**config.mk**
```make
export PLATFORM = sky130hd
export DESIGN_NAME = key_matrix_change_detector_top
export DESIGN_NICKNAME = d
export VERILOG_FILES = /design/src/hdl/kmcd_pkg.sv /design/src/hdl/key_matrix_change_detector_top.sv
export SDC_FILE = /design/constraint.sdc
export NUM_CORES = 1
export LEC_CHECK = 0
export ABC_AREA = 1
export BUFFER_PORTS_ARGS = -buffer_cell sky130_fd_sc_hd__buf_2
export CAP_MARGIN = 20
export CORE_UTILIZATION = 61
export CTS_CLUSTER_SIZE = 12
export DETAILED_ROUTE_END_ITERATION = 12
export HOLD_SLACK_MARGIN = 0.08
export PLACE_DENSITY = 0.79
export SLEW_MARGIN = 20
export SYNTH_ARGS = -nofsm -noshare
export SYNTH_HDL_FRONTEND = slang
export SYNTH_SLANG_ARGS = --single-unit
```
**constraint.sdc**
```tcl
create_clock -name clock -period 4.02 [get_ports clock]
set_input_delay 0.603 -clock clock [delete_from_list [all_inputs] [get_ports clock]]
set_output_delay 0.603 -clock clock [all_outputs]
set_load 0.01 [all_outputs]
```
**src/hdl/kmcd_pkg.sv**
```systemverilog
// ----------------------------------------------------------------------------
// Key matrix change detector package
// Field widths and default geometry shared by the change detector.
// ----------------------------------------------------------------------------
package kmcd_pkg;

   // Widths of the item fields on the ports.
   localparam int COLUMN_W    = 4;
   localparam int LEVELS_W    = 5;
   localparam int KEY_INDEX_W = 7;

   // Width used to form column + columns * row before truncation.
   localparam int KEY_CALC_W  = 16;

   // Default matrix geometry.
   localparam int DEF_COLUMNS = 14;
   localparam int DEF_ROWS    = 5;

endpackage

```
**src/hdl/key_matrix_change_detector_top.sv**
```systemverilog
// ----------------------------------------------------------------------------
// Key matrix change detector
// Keeps the last row levels of every matrix column and, when reporting is
// enabled, reports one event per changed key, lowest row first.
// ----------------------------------------------------------------------------
// An input item names a column and its sampled row levels. On acceptance the
// stored levels of that column are compared and replaced in the same cycle, so
// every item with a column below COLUMNS, reported or not, updates state in
// arrival order. An item that changes n keys with reporting enabled emits n
// events, one per cycle unless the output stalls, from a work register into the
// output register; it holds the input until its last event goes out (n is at
// most ROWS), since the single event output is the limiting port. Items that
// cause no event (no change, reporting off, or a column of COLUMNS or more) are
// taken in every cycle while no item drains and never reach the work register.
// Reset clears all stored levels at once, so every key starts released.
module key_matrix_change_detector_top #(
   parameter int COLUMNS = kmcd_pkg::DEF_COLUMNS,
   parameter int ROWS    = kmcd_pkg::DEF_ROWS
) (
   input  logic                             clock,
   input  logic                             reset,
   // Input channel.
   input  logic                             req_valid,
   output logic                             req_stall,
   input  logic [kmcd_pkg::COLUMN_W-1:0]    req_column,
   input  logic [kmcd_pkg::LEVELS_W-1:0]    req_row_levels,
   input  logic                             req_report_enable,
   // Result channel.
   output logic                             rsp_valid,
   input  logic                             rsp_stall,
   output logic [kmcd_pkg::KEY_INDEX_W-1:0] rsp_key_index,
   output logic                             rsp_pressed,
   output logic                             rsp_last_event
);
   import kmcd_pkg::*;

   localparam int COL_IDX_W = (COLUMNS > 1) ? $clog2(COLUMNS) : 1;
   localparam int COL_EXT_W = (COL_IDX_W > COLUMN_W) ? COL_IDX_W : COLUMN_W;
   localparam int ROW_IDX_W = (ROWS > 1) ? $clog2(ROWS) : 1;

   // Stored levels per column.
   logic [ROWS-1:0]        levels_ff [COLUMNS];

   // Work register: the item whose events are being emitted.
   logic                   wk_valid_ff, wk_valid_in;
   logic [ROWS-1:0]        wk_mask_ff, wk_mask_in;
   logic [ROWS-1:0]        wk_levels_ff, wk_levels_in;
   logic [COL_IDX_W-1:0]   wk_col_ff, wk_col_in;

   // Output register.
   logic                   rsp_valid_ff, rsp_valid_in;
   logic [KEY_INDEX_W-1:0] rsp_key_ff, rsp_key_in;
   logic                   rsp_pressed_ff, rsp_pressed_in;
   logic                   rsp_last_ff, rsp_last_in;

   logic [COL_EXT_W-1:0]   col_ext;
   logic                   col_ok;
   logic [COL_IDX_W-1:0]   col_idx;
   logic [ROWS+LEVELS_W-1:0] lvl_wide;
   logic [ROWS-1:0]        new_levels;
   logic [ROWS-1:0]        changed;
   logic                   req_accept;
   logic                   out_free;
   logic                   emit;
   logic [ROWS-1:0]        mask_rest;
   logic                   emit_last;
   logic [ROW_IDX_W-1:0]   row_idx;
   logic [KEY_CALC_W-1:0]  key_calc;

   // Decode the incoming column and trim the row levels to the matrix height.
   assign col_ext    = COL_EXT_W'(req_column);
   assign col_ok     = {1'b0, col_ext} < (COL_EXT_W+1)'(COLUMNS);
   assign col_idx    = col_ext[COL_IDX_W-1:0];
   assign lvl_wide   = (ROWS+LEVELS_W)'(req_row_levels);
   assign new_levels = lvl_wide[ROWS-1:0];
   assign changed    = levels_ff[col_idx] ^ new_levels;

   // Handshake: the input waits only while an item in the work register is still draining.
   assign out_free   = !rsp_valid_ff || !rsp_stall;
   assign emit       = wk_valid_ff && out_free;
   assign mask_rest  = wk_mask_ff & (wk_mask_ff - ROWS'(1));
   assign emit_last  = (mask_rest == '0);
   assign req_stall  = wk_valid_ff && !(emit && emit_last);
   assign req_accept = req_valid && !req_stall;

   // Lowest pending row of the item in the work register.
   always_comb begin
      row_idx = '0;
      for (int r = ROWS - 1; r >= 0; r--) begin
         if (wk_mask_ff[r]) begin
            row_idx = ROW_IDX_W'(r);
         end
      end
   end

   assign key_calc = KEY_CALC_W'(wk_col_ff) + KEY_CALC_W'(COLUMNS) * KEY_CALC_W'(row_idx);

   // Next state of the work register.
   always_comb begin
      wk_valid_in  = wk_valid_ff;
      wk_mask_in   = wk_mask_ff;
      wk_levels_in = wk_levels_ff;
      wk_col_in    = wk_col_ff;
      if (emit) begin
         wk_mask_in = mask_rest;
         if (emit_last) begin
            wk_valid_in = 1'b0;
         end
      end
      if (req_accept && col_ok && req_report_enable && (changed != '0)) begin
         wk_valid_in  = 1'b1;
         wk_mask_in   = changed;
         wk_levels_in = new_levels;
         wk_col_in    = col_idx;
      end
   end

   // Next state of the output register.
   always_comb begin
      rsp_valid_in   = rsp_valid_ff;
      rsp_key_in     = rsp_key_ff;
      rsp_pressed_in = rsp_pressed_ff;
      rsp_last_in    = rsp_last_ff;
      if (out_free) begin
         rsp_valid_in = emit;
         if (emit) begin
            rsp_key_in     = key_calc[KEY_INDEX_W-1:0];
            rsp_pressed_in = wk_levels_ff[row_idx];
            rsp_last_in    = emit_last;
         end
      end
   end

   // Control registers and the stored levels.
   always_ff @(posedge clock) begin
      if (reset) begin
         wk_valid_ff  <= 1'b0;
         rsp_valid_ff <= 1'b0;
         for (int c = 0; c < COLUMNS; c++) begin
            levels_ff[c] <= '0;
         end
      end else begin
         wk_valid_ff  <= wk_valid_in;
         rsp_valid_ff <= rsp_valid_in;
         if (req_accept && col_ok) begin
            levels_ff[col_idx] <= new_levels;
         end
      end
   end

   // Payload registers.
   always_ff @(posedge clock) begin
      wk_mask_ff     <= wk_mask_in;
      wk_levels_ff   <= wk_levels_in;
      wk_col_ff      <= wk_col_in;
      rsp_key_ff     <= rsp_key_in;
      rsp_pressed_ff <= rsp_pressed_in;
      rsp_last_ff    <= rsp_last_in;
   end

   assign rsp_valid      = rsp_valid_ff;
   assign rsp_key_index  = rsp_key_ff;
   assign rsp_pressed    = rsp_pressed_ff;
   assign rsp_last_event = rsp_last_ff;

   // A busy work register always has at least one event left to emit.
   a_work_not_empty: assert property (@(posedge clock) disable iff (reset)
      wk_valid_ff |-> (wk_mask_ff != '0))
      else $error("work register busy with no pending rows");

   // The input is only held back while an item is draining.
   a_stall_only_busy: assert property (@(posedge clock) disable iff (reset)
      !wk_valid_ff |-> !req_stall)
      else $error("input stalled with an empty work register");

   // An event that is not the last keeps its item in the work register.
   a_drain_continues: assert property (@(posedge clock) disable iff (reset)
      (emit && !emit_last) |=> (wk_valid_ff && rsp_valid_ff && !rsp_last_ff))
      else $error("item left the work register before its last event");

   // Reset empties both the work and the output register.
   a_reset_clears: assert property (@(posedge clock)
      reset |=> (!wk_valid_ff && !rsp_valid_ff))
      else $error("pipeline not empty after reset");

endmodule
```
==> results of run 1 <==
## area by class of cell
cell class	count	area share (%)
Clock buffer	12	2.416
Clock inverter	4	1.253
Inverter	24	1.611
Multi-Input combinational cell	391	33.94
Sequential cell	105	56.02
Tap cell	105	2.349
Timing Repair Buffer	26	2.416
## layer usage
metal / vias up / global-route usage (%) / routed length, µm
li1: 1771 / - / -
met2: 126 / 41.55 / 5167
met1: 1744 / 33.39 / 4329
met4: 0 / 16.15 / 380
met5: - / 0 / 0
met3: 31 / 3.317 / 576
## worst max-delay path, stage by stage, from the launching register on
cell,delay (ns)
edfxtp_1,0.45
nor3_1,0.69
fa_1,0.55
ha_1,0.24
fa_1,0.39
xor2_1,0.26
nand3_1,0.12
xor2_1,0.17
## power groups by stage
stage               Clock [W]  Combinational (W)  Sequential, W
floorplan                   0           0.000214        0.00131
global placement            0           0.000283        0.00131
detailed placement          0           0.000293        0.00132
CTS                  0.000699           0.000295        0.00129
global route         0.000724           0.000334        0.00130
finish               0.000691           0.000296        0.00129
## stage by stage
step	power (W)	setup slack, ns	instance area (µm²)	utilization, %
after floorplan	0.001528	1.240	5214	-
after global placement	0.001598	0.8927	5388	65.57
after detailed placement	0.001609	0.7367	5388	65.57
after CTS	0.002286	0.9019	5593	68.07
after global routing	0.002355	0.7518	5593	68.07
final	0.002278	0.9015	5593	68.07
## placed cells by master (no fill, tap or decap)
master / count
buf_4: 2
a21boi_1: 2
nor2_1: 82
nand3_4: 10
fa_1: 4
nor3_1: 1
nor2_4: 4
o21ai_0: 5
nand3_1: 18
clkbuf_1: 3
xor2_1: 4
nand4_1: 4
nand3_2: 1
o21ai_1: 3
inv_1: 18
edfxtp_1: 103
o22ai_1: 1
bufinv_16: 2
clkbuf_8: 9
conb_1: 10
inv_2: 6
a21oi_1: 4
nand2_2: 2
nand2_1: 219
clkinv_2: 2
xnor2_1: 1
nand2_4: 1
ha_1: 8
nor4_2: 1
dfxtp_1: 2
a21o_1: 1
nor2_2: 5
buf_2: 24
## state kept, by name, summed over array words and instances (netlist names)
| signal | cells |
|---|---|
| wk_valid_ff | 1 |
| rsp_pressed | 1 |
| levels_ff | 80 |
| rsp_key_index | 7 |
| rsp_last_event | 1 |
| wk_mask_ff | 5 |
| wk_levels_ff | 5 |
| rsp_valid | 1 |
| wk_col_ff | 4 |
## how the worst max path moves through the flow
stage	endpoint	slack [ns]	depth (start not counted)
6_report	rsp_key_index[6]	0.90	7
2_1_floorplan	rsp_key_index[6]	1.24	7
5_1_grt	rsp_key_index[6]	0.75	7
3_3_place_gp	wk_col_ff[2]	0.89	13
3_5_place_dp	wk_col_ff[3]	0.74	13
4_1_cts	rsp_key_index[6]	0.90	7
## cells by family after synthesis
logic type | count (synthesis)
xor+xnor | 5
fa+ha+maj | 12
compound gates | 16
flops | 105
other cells | 1
buf+inv | 40
simple gates | 348
==> summary.txt, run 1 <==
Synth
  – EDFF count, synth: 103
  – Top-area cell type share of the netlist area: 59.71%
  – Async S/R FF share, synth: 0%
  – Netlist cell types: 32
  – Syn Area/Cell: 9.829 µm²
  – Cells after synthesis: 527
  – Synth warn: 0
  – Yosys top cell by area: edfxtp_1
  – Top cells by area, synth: edfxtp_1 60%, nand2_1 16%, nor2_1 5.9%
  – Top_reg_cell synth: edfxtp_1
  – Proportion of synthesized area in mux cells: 0%
  – Synth Area in Simple Gates: 29.88%
  – Post-Synth XOR/XNOR Area: 0.8454%
  – Cell with the most instances after synthesis: nand2_1
  – Synth Area in Adders: 3.478%
  – Largest family of logic cells by synthesized area: simple AND/OR/NAND/NOR gates
  – Synthesized cell area: 0.005180 mm²
  – Register bit total from synthesis: 105
  – Register area share after synthesis: 60.48%
  – Post-synth top cells: 219 x nand2_1, 103 x edfxtp_1, 82 x nor2_1
  – Post-synthesis compound-gate area fraction: 1.715%

CTS
  – Clk pin slew, worst setup/hold paths: 0.09 ns
  – CTS tree: built
  – Clock tree root driver cell: clkbuf_8
  – Number of buffers on the longest clock path: 2
  – Hold-fix buffer count after cts: 0
  – H-tree depth: 3
  – Clock sink total: 105
  – Num CTS Buffers: 9
  – Post-CTS Setup Inserts: 0
  – PostCTS Resize Cnt: 0
  – Clock Latency Late Sink: 0.37 ns

GRT
  – Largest net degree at the start of global routing: 32
  – Global-route wire length before repair: 16650 µm
  – Total track usage: 25.90%
  – Grt total ovfl: 0
  – Vias in the first global route: 3436
  – Antenna violations before repair: 0

Hold path
  – Hold Path Cell Cnt: 2
  – Hold Path Sink: wk_valid_ff
  – Hold_sp: reset
  – Hold Path Class: in2reg

STA
  – Unrepaired setup endpoints after global routing: no
  – Maximum operating frequency: 320.7 MHz
  – Slew Viols, Final: 0
  – Worst-Margin Slew: 0.7974 ns
  – Clk_skew: 0.007940 ns
  – Period utilization: 77.57%
  – Fin. Hold Viols: 0
  – TNS Setup: 0 ns
  – Final setup fails: 0
  – Final min period: 3.119 ns
  – Final hold slack: 0.4495 ns
  – Max_slew headroom: 46.43%

Detailed routing
  – DRT Pass-1 Iters: 5
  – DRC viols: 0
  – ANT nets after route: 0
  – Drt wl/cell: 15.67 µm
  – DR vias: 3672
  – Routed vias/inst: 5.505
  – Drt total wl: 10450 µm
  – Drt initial violations: 237

Power
  – Cell Int Power: 0.001709 W
  – Net switching power: 0.0005693 W
  – Worst-case vdd ir drop: 227.8 µV
  – Lkg Pwr: 2.450 nW
  – Power Density: 407.3 mW/mm²
  – Sw Share: 24.99%
  – Power share of the clock group: 30.3%
  – Comb pwr share: 13.0%
  – Sequential share of power: 56.7%

Die
  – Core ar.: 0.008217 mm²
  – Die area: 0.008864 mm²
  – Die Ht: 94.15 µm
  – Die width: 94.15 µm
  – Initial Util: 63.04%
  – Io pins: 25
  – Rows: 33

Critical path
  – Reg2reg end: rsp_key_index[6]
  – R2R Path Start: wk_mask_ff[0]
  – Worst Path Required: 4.15 ns
  – Worst Setup SP: wk_mask_ff[0]
  – Arrival @ worst endpoint: 3.24 ns
  – Crit start category: flop
  – Kind of end point of the critical path: flop
  – Crit path kind: reg2reg
  – R2R depth: 7
  – R2R Setup Slk: 0.90 ns
  – Crit Path Max Fanout: 6

Finish
  – Ant. Diodes: 0
  – Non-filler cells in the finished layout: 667
  – Multi-input gate area: 0.001898 mm²
  – Layout area overhead: 7.971%
  – Fillcell total: 611
  – Layout cells sized above 1: 12.28%
  – Register Area: 0.003133 mm²
  – Fin nets: 583

Place
  – Port bufs: 24
  – Dpl cells: 651
  – Routability-driven placement congestion ratio: 0.8316
  – HPWL after detailed placement: 7093 µm

Flow run
  – # Max-Cap Violations: 0

Status
  – Status: finished clean
Power figures use the tool's default switching activity.
==> run 2: changes to the inputs <==
- clock period: 4.02 -> 3.27 ns (I/O delays scaled with it)
==> run 2 against run 1 <==
Compared with the run above:
- combinational power up 28%
- clock power up 15%
- critical path type unchanged
- clock skew up 0.0057 ns
- power up 21%
- via count up 0.52%
- sequential cell count unchanged
- die area unchanged
- critical endpoint unchanged
- maximum frequency up 9.1%
- critical path depth up 2
- final cell count up 1.5%
==> summary.txt, run 2 (synthesis results as in run 1) <==
CTS
  – Clock tree root driver cell: clkbuf_8
  – Hold-fix buffer count after cts: 0 (unchanged)
  – Post-CTS Setup Inserts: 0 (unchanged)
  – Num CTS Buffers: 9 (unchanged)
  – Number of buffers on the longest clock path: 2 (unchanged)
  – Clock sink total: 105 (unchanged)
  – H-tree depth: 3 (unchanged)
  – CTS tree: built
  – Clk pin slew, worst setup/hold paths: 0.10 ns (about the same)
  – Clock Latency Late Sink: 0.37 ns (about the same)
  – PostCTS Resize Cnt: 0 (unchanged)

Finish
  – Layout area overhead: 9.203%
  – Most common cell after layout, fill and taps aside: nand2_1
  – Layout cells sized above 1: 13.99% (+1.7 points)
  – Fin nets: 593 (+1.7%)
  – Largest Register: levels_ff
  – Most frequent cells in the layout: 219 x nand2_1, 103 x edfxtp_1, 82 x nor2_1
  – Ant. Diodes: 0 (unchanged)
  – Non-filler cells in the finished layout: 677 (+1.5%)
  – Max reg flops: 80 (unchanged)
  – Layout Utilization: 68.84% (+0.78 points)

Hold path
  – Hold Path Cell Cnt: 2 (unchanged)
  – Hold_sp: reset
  – Hold Path Sink: wk_valid_ff
  – Hold Path Class: in2reg

GRT
  – Vias in the first global route: 3453 (+0.49%)
  – Total track usage: 26.26% (+0.36 points)
  – Antenna violations before repair: 0 (unchanged)
  – Grt total ovfl: 0 (unchanged)
  – Largest net degree at the start of global routing: 28 (-13%)
  – Global-route wire length before repair: 16790 µm (+0.83%)

Power
  – Cell Int Power: 0.002035 W (+19%)
  – Lkg Pwr: 2.486 nW (+1.5%)
  – Sw Share: 26.28% (+1.3 points)
  – Power Density: 488.0 mW/mm² (+20%)
  – Power share of the clock group: 28.7% (-1.6 points)
  – Sequential share of power: 57.5% (+0.8 points)
  – Comb pwr share: 13.8% (+0.8 points)
  – Worst-case vdd ir drop: 425.4 µV (+87%)
  – Net switching power: 0.0007255 W (+27%)

STA
  – Final min period: 2.859 ns (-0.2593 ns)
  – Fin. Hold Viols: 0 (unchanged)
  – Period utilization: 87.44% (+9.9 points)
  – Slew Viols, Final: 0 (unchanged)
  – Max_slew headroom: 55.95% (+9.5 points)
  – Final hold slack: 0.3436 ns (-0.1059 ns)
  – Maximum operating frequency: 349.8 MHz (+9.1%)
  – Clk_skew: 0.01367 ns (+0.005735 ns)
  – Worst-Margin Slew: 0.6601 ns (-0.1373 ns)
  – Final setup fails: 0 (unchanged)
  – Unrepaired setup endpoints after global routing: no
  – TNS Setup: 0 ns (unchanged)

Detailed routing
  – ANT nets after route: 0 (unchanged)
  – Drt total wl: 10660 µm (+2.0%)
  – DRT Pass-1 Iters: 5 (unchanged)
  – Routed vias/inst: 5.452 (-0.97%)
  – DR vias: 3691 (+0.52%)
  – Drt wl/cell: 15.74 µm (+0.46%)
  – DRC viols: 0 (unchanged)
  – Drt initial violations: 321 (+35%)

Critical path
  – Crit path kind: reg2reg
  – R2R Path Start: wk_mask_ff[0]
  – Kind of end point of the critical path: flop
  – Worst path slowest cell: fa_1
  – Crit start category: flop
  – Crit Path Max Fanout: 5 (-1)
  – Reg2reg end: rsp_key_index[6]
  – Worst Path Required: 3.39 ns (-0.76 ns)
  – Crit path cell chain: nor2_2 > nand3_1 > inv_1 > fa_1 > ha_1 > fa_1 > xor2_1 > nand3_1 > xor2_1
  – Arrival @ worst endpoint: 2.98 ns (-0.26 ns)
  – Max incr delay on CP: 0.47 ns (-0.22 ns)
  – R2R Setup Slk: 0.41 ns (-0.49 ns)
  – R2R depth: 9 (+2)

Die
  – Die area: 0.008864 mm² (unchanged)
  – Core ar.: 0.008217 mm² (unchanged)
  – Die width: 94.15 µm (unchanged)
  – Initial Util: 63.04% (unchanged)
  – Io pins: 25 (unchanged)
  – Rows: 33 (unchanged)
  – Die Ht: 94.15 µm (unchanged)

Flow run
  – # Max-Cap Violations: 0 (unchanged)

Place
  – Port bufs: 24 (unchanged)
  – Dpl cells: 661 (+1.5%)
  – Routability-driven placement congestion ratio: 0.8923 (+7.3%)
  – HPWL after detailed placement: 7661 µm (+8.0%)

Status
  – Status: finished clean
-- run 2: cell count changes in the layout (fill, tap and decap cells not counted) --
cell | before | now
buf_4 | 2 | 12
bufinv_16 | 2 | 1
clkbuf_1 | 3 | 0
clkinv_1 | 0 | 2
clkinv_2 | 2 | 0
clkinv_4 | 0 | 1
clkinvlp_4 | 0 | 2
inv_6 | 0 | 1
-- run 2: power by group through the flow --
stage               sequential, W  combinational [W]  clock [W]
global placement          0.00162           0.000362          0
detailed placement        0.00162           0.000377          0
floorplan                 0.00162           0.000263          0
CTS                       0.00159           0.000380   0.000802
finish                    0.00159           0.000380   0.000792
global route              0.00160           0.000424   0.000855
-- run 2: how the worst max path moves through the flow --
stage                        from                to  slack, ns  depth (start not counted)
floorplan           wk_mask_ff[0]  rsp_key_index[6]       0.49                          7
global placement    req_column[1]      wk_col_ff[1]       0.57                         13
detailed placement  wk_mask_ff[0]  rsp_key_index[6]       0.43                          9
CTS                 wk_mask_ff[0]  rsp_key_index[6]       0.40                          9
global route        wk_mask_ff[0]  rsp_key_index[6]       0.21                          9
finish              wk_mask_ff[0]  rsp_key_index[6]       0.41                          9
-- run 2: cell type report --
| cell class | instances | area [µm²] |
|---|---|---|
| Clock buffer | 9 | 123.9 |
| Clock inverter | 7 | 70.07 |
| Fill cell | 606 | 2560 |
| Inverter | 24 | 90.09 |
| Multi-Input combinational cell | 391 | 1898 |
| Sequential cell | 105 | 3133 |
| Tap cell | 105 | 131.4 |
| Timing Repair Buffer | 36 | 210.2 |
-- run 2: metal layers --
| layer | vias to the layer above | routed length [µm] | track usage (%) | part of all wire, % |
|---|---|---|---|---|
| li1 | 1791 | - | - | - |
| met1 | 1704 | 4373 | 33.95 | 41 |
| met2 | 166 | 5101 | 42.45 | 48 |
| met3 | 30 | 828 | 4.531 | 7.8 |
| met4 | 0 | 354 | 13.46 | 3.3 |
| met5 | - | 0 | 0 | 0 |
-- run 2: critical path, delay by kind of cell, from the launching register on --
family / cells / cell delay (ns)
adders and majority gates: 3 / 1.09
DFF: 1 / 0.45
and+or+nand+nor: 3 / 0.45
xor gates and xnor gates: 2 / 0.42
buffers and inverters: 1 / 0.21
-- run 2: metrics by stage --
step / worst slack [ns] / instance area (µm²) / total power, W
2_1_floorplan: 0.4900 / 5214 / 0.001878
3_3_place_gp: 0.5675 / 5463 / 0.001979
3_5_place_dp: 0.4312 / 5463 / 0.001997
4_1_cts: 0.3986 / 5657 / 0.002771
5_1_grt: 0.2113 / 5657 / 0.002875
6_report: 0.4108 / 5657 / 0.002761
==> run 3: changes to the inputs <==
- BUFFER_PORTS_ARGS: -buffer_cell sky130_fd_sc_hd__buf_2 -> -buffer_cell sky130_fd_sc_hd__clkbuf_2
- SKIP_CTS_REPAIR_TIMING: unset -> 1
- clock period: 3.27 -> 2.7 ns (I/O delays scaled with it)
==> run 3 against run 2 <==
Compared with the run above:
- register-to-register slack got worse by 0.35 ns
- sequential share of layout area decreased by 1.9 points
- clock skew increased by 0.0034 ns
- critical endpoint unchanged
- largest cell class unchanged
==> summary.txt, run 3 (synthesis results as in run 1) <==
Critical path
  – Max incr delay on CP: 0.58 ns (+0.11 ns)
  – Arrival @ worst endpoint: 2.76 ns (-0.22 ns)
  – Crit Path Max Fanout: 4 (-1)
  – Worst Path Buf+Inv: 2 (+1)
  – Crit start category: flop
  – Worst Path Required: 2.82 ns (-0.57 ns)
  – Crit path kind: reg2reg
  – Worst path slowest cell: fa_1
  – CP delay by family, top: adder cells
  – Crit path cell chain: buf_4 > inv_1 > a21oi_2 > fa_1 > ha_4 > ha_4 > nand3_1 > nand3_2 > nand3_1 > xor2_1
  – Kind of end point of the critical path: flop

GRT
  – Global-route wire length before repair: 17190 µm (+2.4%)
  – Antenna violations before repair: 0 (unchanged)
  – Total track usage: 26.33% (+0.072 points)
  – Grt total ovfl: 0 (unchanged)
  – Vias in the first global route: 3653 (+5.8%)
  – Largest net degree at the start of global routing: 22 (-21%)

Detailed routing
  – ANT nets after route: 0 (unchanged)
  – Drt initial violations: 211 (-34%)
  – Drt wl/cell: 15.65 µm (-0.59%)
  – Routed vias/inst: 5.475 (+0.42%)
  – Drt total wl: 10850 µm (+1.8%)
  – DRT Pass-1 Iters: 5 (unchanged)
  – DRC viols: 0 (unchanged)
  – DR vias: 3794 (+2.8%)

Die
  – Core ar.: 0.008217 mm² (unchanged)
  – Die area: 0.008864 mm² (unchanged)
  – Initial Util: 63.04% (unchanged)
  – Rows: 33 (unchanged)
  – Io pins: 25 (unchanged)
  – Die width: 94.15 µm (unchanged)
  – Die Ht: 94.15 µm (unchanged)

STA
  – Maximum operating frequency: 379.1 MHz (+8.4%)
  – Final WS setup: 0.06212 ns (-0.3487 ns)
  – Slew Viols, Final: 0 (unchanged)
  – Unrepaired setup endpoints after global routing: no
  – Worst-Margin Slew: 0.6322 ns (-0.02786 ns)
  – Final min period: 2.638 ns (-0.2213 ns)
  – Final hold slack: 0.2784 ns (-0.06517 ns)
  – Clk_skew: 0.01708 ns (+0.003404 ns)
  – Fin. Hold Viols: 0 (unchanged)
  – Max_slew headroom: 57.81% (+1.9 points)
  – Period utilization: 97.70% (+10 points)
  – Final setup fails: 0 (unchanged)

Place
  – Routability-driven placement congestion ratio: 0.8824 (-1.1%)
  – Dpl ws: -0.04618 ns (-0.4774 ns)
  – Port bufs: 24 (unchanged)
  – HPWL after detailed placement: 7564 µm (-1.3%)
  – Placement Cell Area: 0.005575 mm² (+2.1%)

CTS
  – Clock Latency Late Sink: 0.37 ns (about the same)
  – H-tree depth: 3 (unchanged)
  – Clock tree root driver cell: clkbuf_8
  – Number of buffers on the longest clock path: 2 (unchanged)
  – Clk pin slew, worst setup/hold paths: 0.11 ns (about the same)
  – CTS tree: built
  – Clock sink total: 105 (unchanged)
  – Num CTS Buffers: 9 (unchanged)

Finish
  – Ant. Diodes: 0 (unchanged)
  – Largest Register: levels_ff
  – Fin nets: 609 (+2.7%)
  – Layout cells sized above 1: 18.88% (+4.9 points)
  – Cell area after layout: 0.005854 mm² (+3.5%)
  – Layout area overhead: 13.02%
  – Most common cell after layout, fill and taps aside: nand2_1
  – Max reg flops: 80 (unchanged)
  – Most frequent cells in the layout: 215 x nand2_1, 103 x edfxtp_1, 81 x nor2_1

Power
  – Lkg Pwr: 2.563 nW (+3.1%)
  – Worst-case vdd ir drop: 392.5 µV (-7.7%)
  – Power Density: 567.1 mW/mm² (+16%)

Status
  – Status: finished clean

Flow run
  – # Max-Cap Violations: 0 (unchanged)

Hold path
  – Hold Path Class: in2reg
run 3: layout make-up:
cell class | count | area (µm²)
sequential | 105 | 3133
inverter | 24 | 90.09
clock buffer | 11 | 131.4
timing repair buffer | 52 | 355.3
multi-input combinational | 391 | 1981
tap | 105 | 131.4
clock inverter | 5 | 32.53
fill | 579 | 2362
run 3: path summary, 6_finish.rpt:
kind | start | to | slack, ns | cells past startpoint
setup / recovery | wk_mask_ff[1] | rsp_key_index[6] | 0.06 | 10
hold / removal | req_row_levels[2] | levels_ff[15][2] | 0.28 | 1
setup reg to reg | wk_mask_ff[1] | rsp_key_index[6] | 0.06 | 10
hold reg to reg | wk_col_ff[0] | rsp_key_index[0] | 0.44 | 0
run 3: routing by layer:
metal	global-route usage, %	up-vias	share of wire, %
li1	-	1827	-
met4	13.59	0	3.5
met1	33.64	1792	41
met5	0	-	0
met3	4.935	31	6.1
met2	42.69	144	49
run 3: worst register-to-register path: stages, from the launching register on:
cell      delay [ns]
edfxtp_1        0.45
buf_4           0.17
inv_1           0.07
a21oi_2         0.08
fa_1            0.59
ha_4            0.22
ha_4            0.29
nand3_1         0.12
nand3_2         0.11
nand3_1         0.10
xor2_1          0.19
run 3: through the flow:
stage | power [W] | std cells | TNS [ns] | utilization [%]
final | 0.003320 | 693 | 0 | 71.25
after global routing | 0.003446 | 693 | 0 | 71.25
after CTS | 0.003278 | 688 | -0.07295 | 69.85
after detailed placement | 0.002443 | 672 | -0.04618 | 67.85
after global placement | 0.002414 | 672 | 0 | 67.85
after floorplan | 0.002276 | 536 | 0 | -
run 3: where the power goes:
| group | switching [W] | total (W) | leakage, nW | internal, W |
|---|---|---|---|---|
| clock network | 0.000523 | 0.000856 | 0.0753 | 0.000333 |
| logic | 0.000345 | 0.000541 | 1.44 | 0.000195 |
| registers | 0.0000314 | 0.00192 | 1.05 | 0.00189 |
| total | 0.000900 | 0.00332 | 2.56 | 0.00242 |
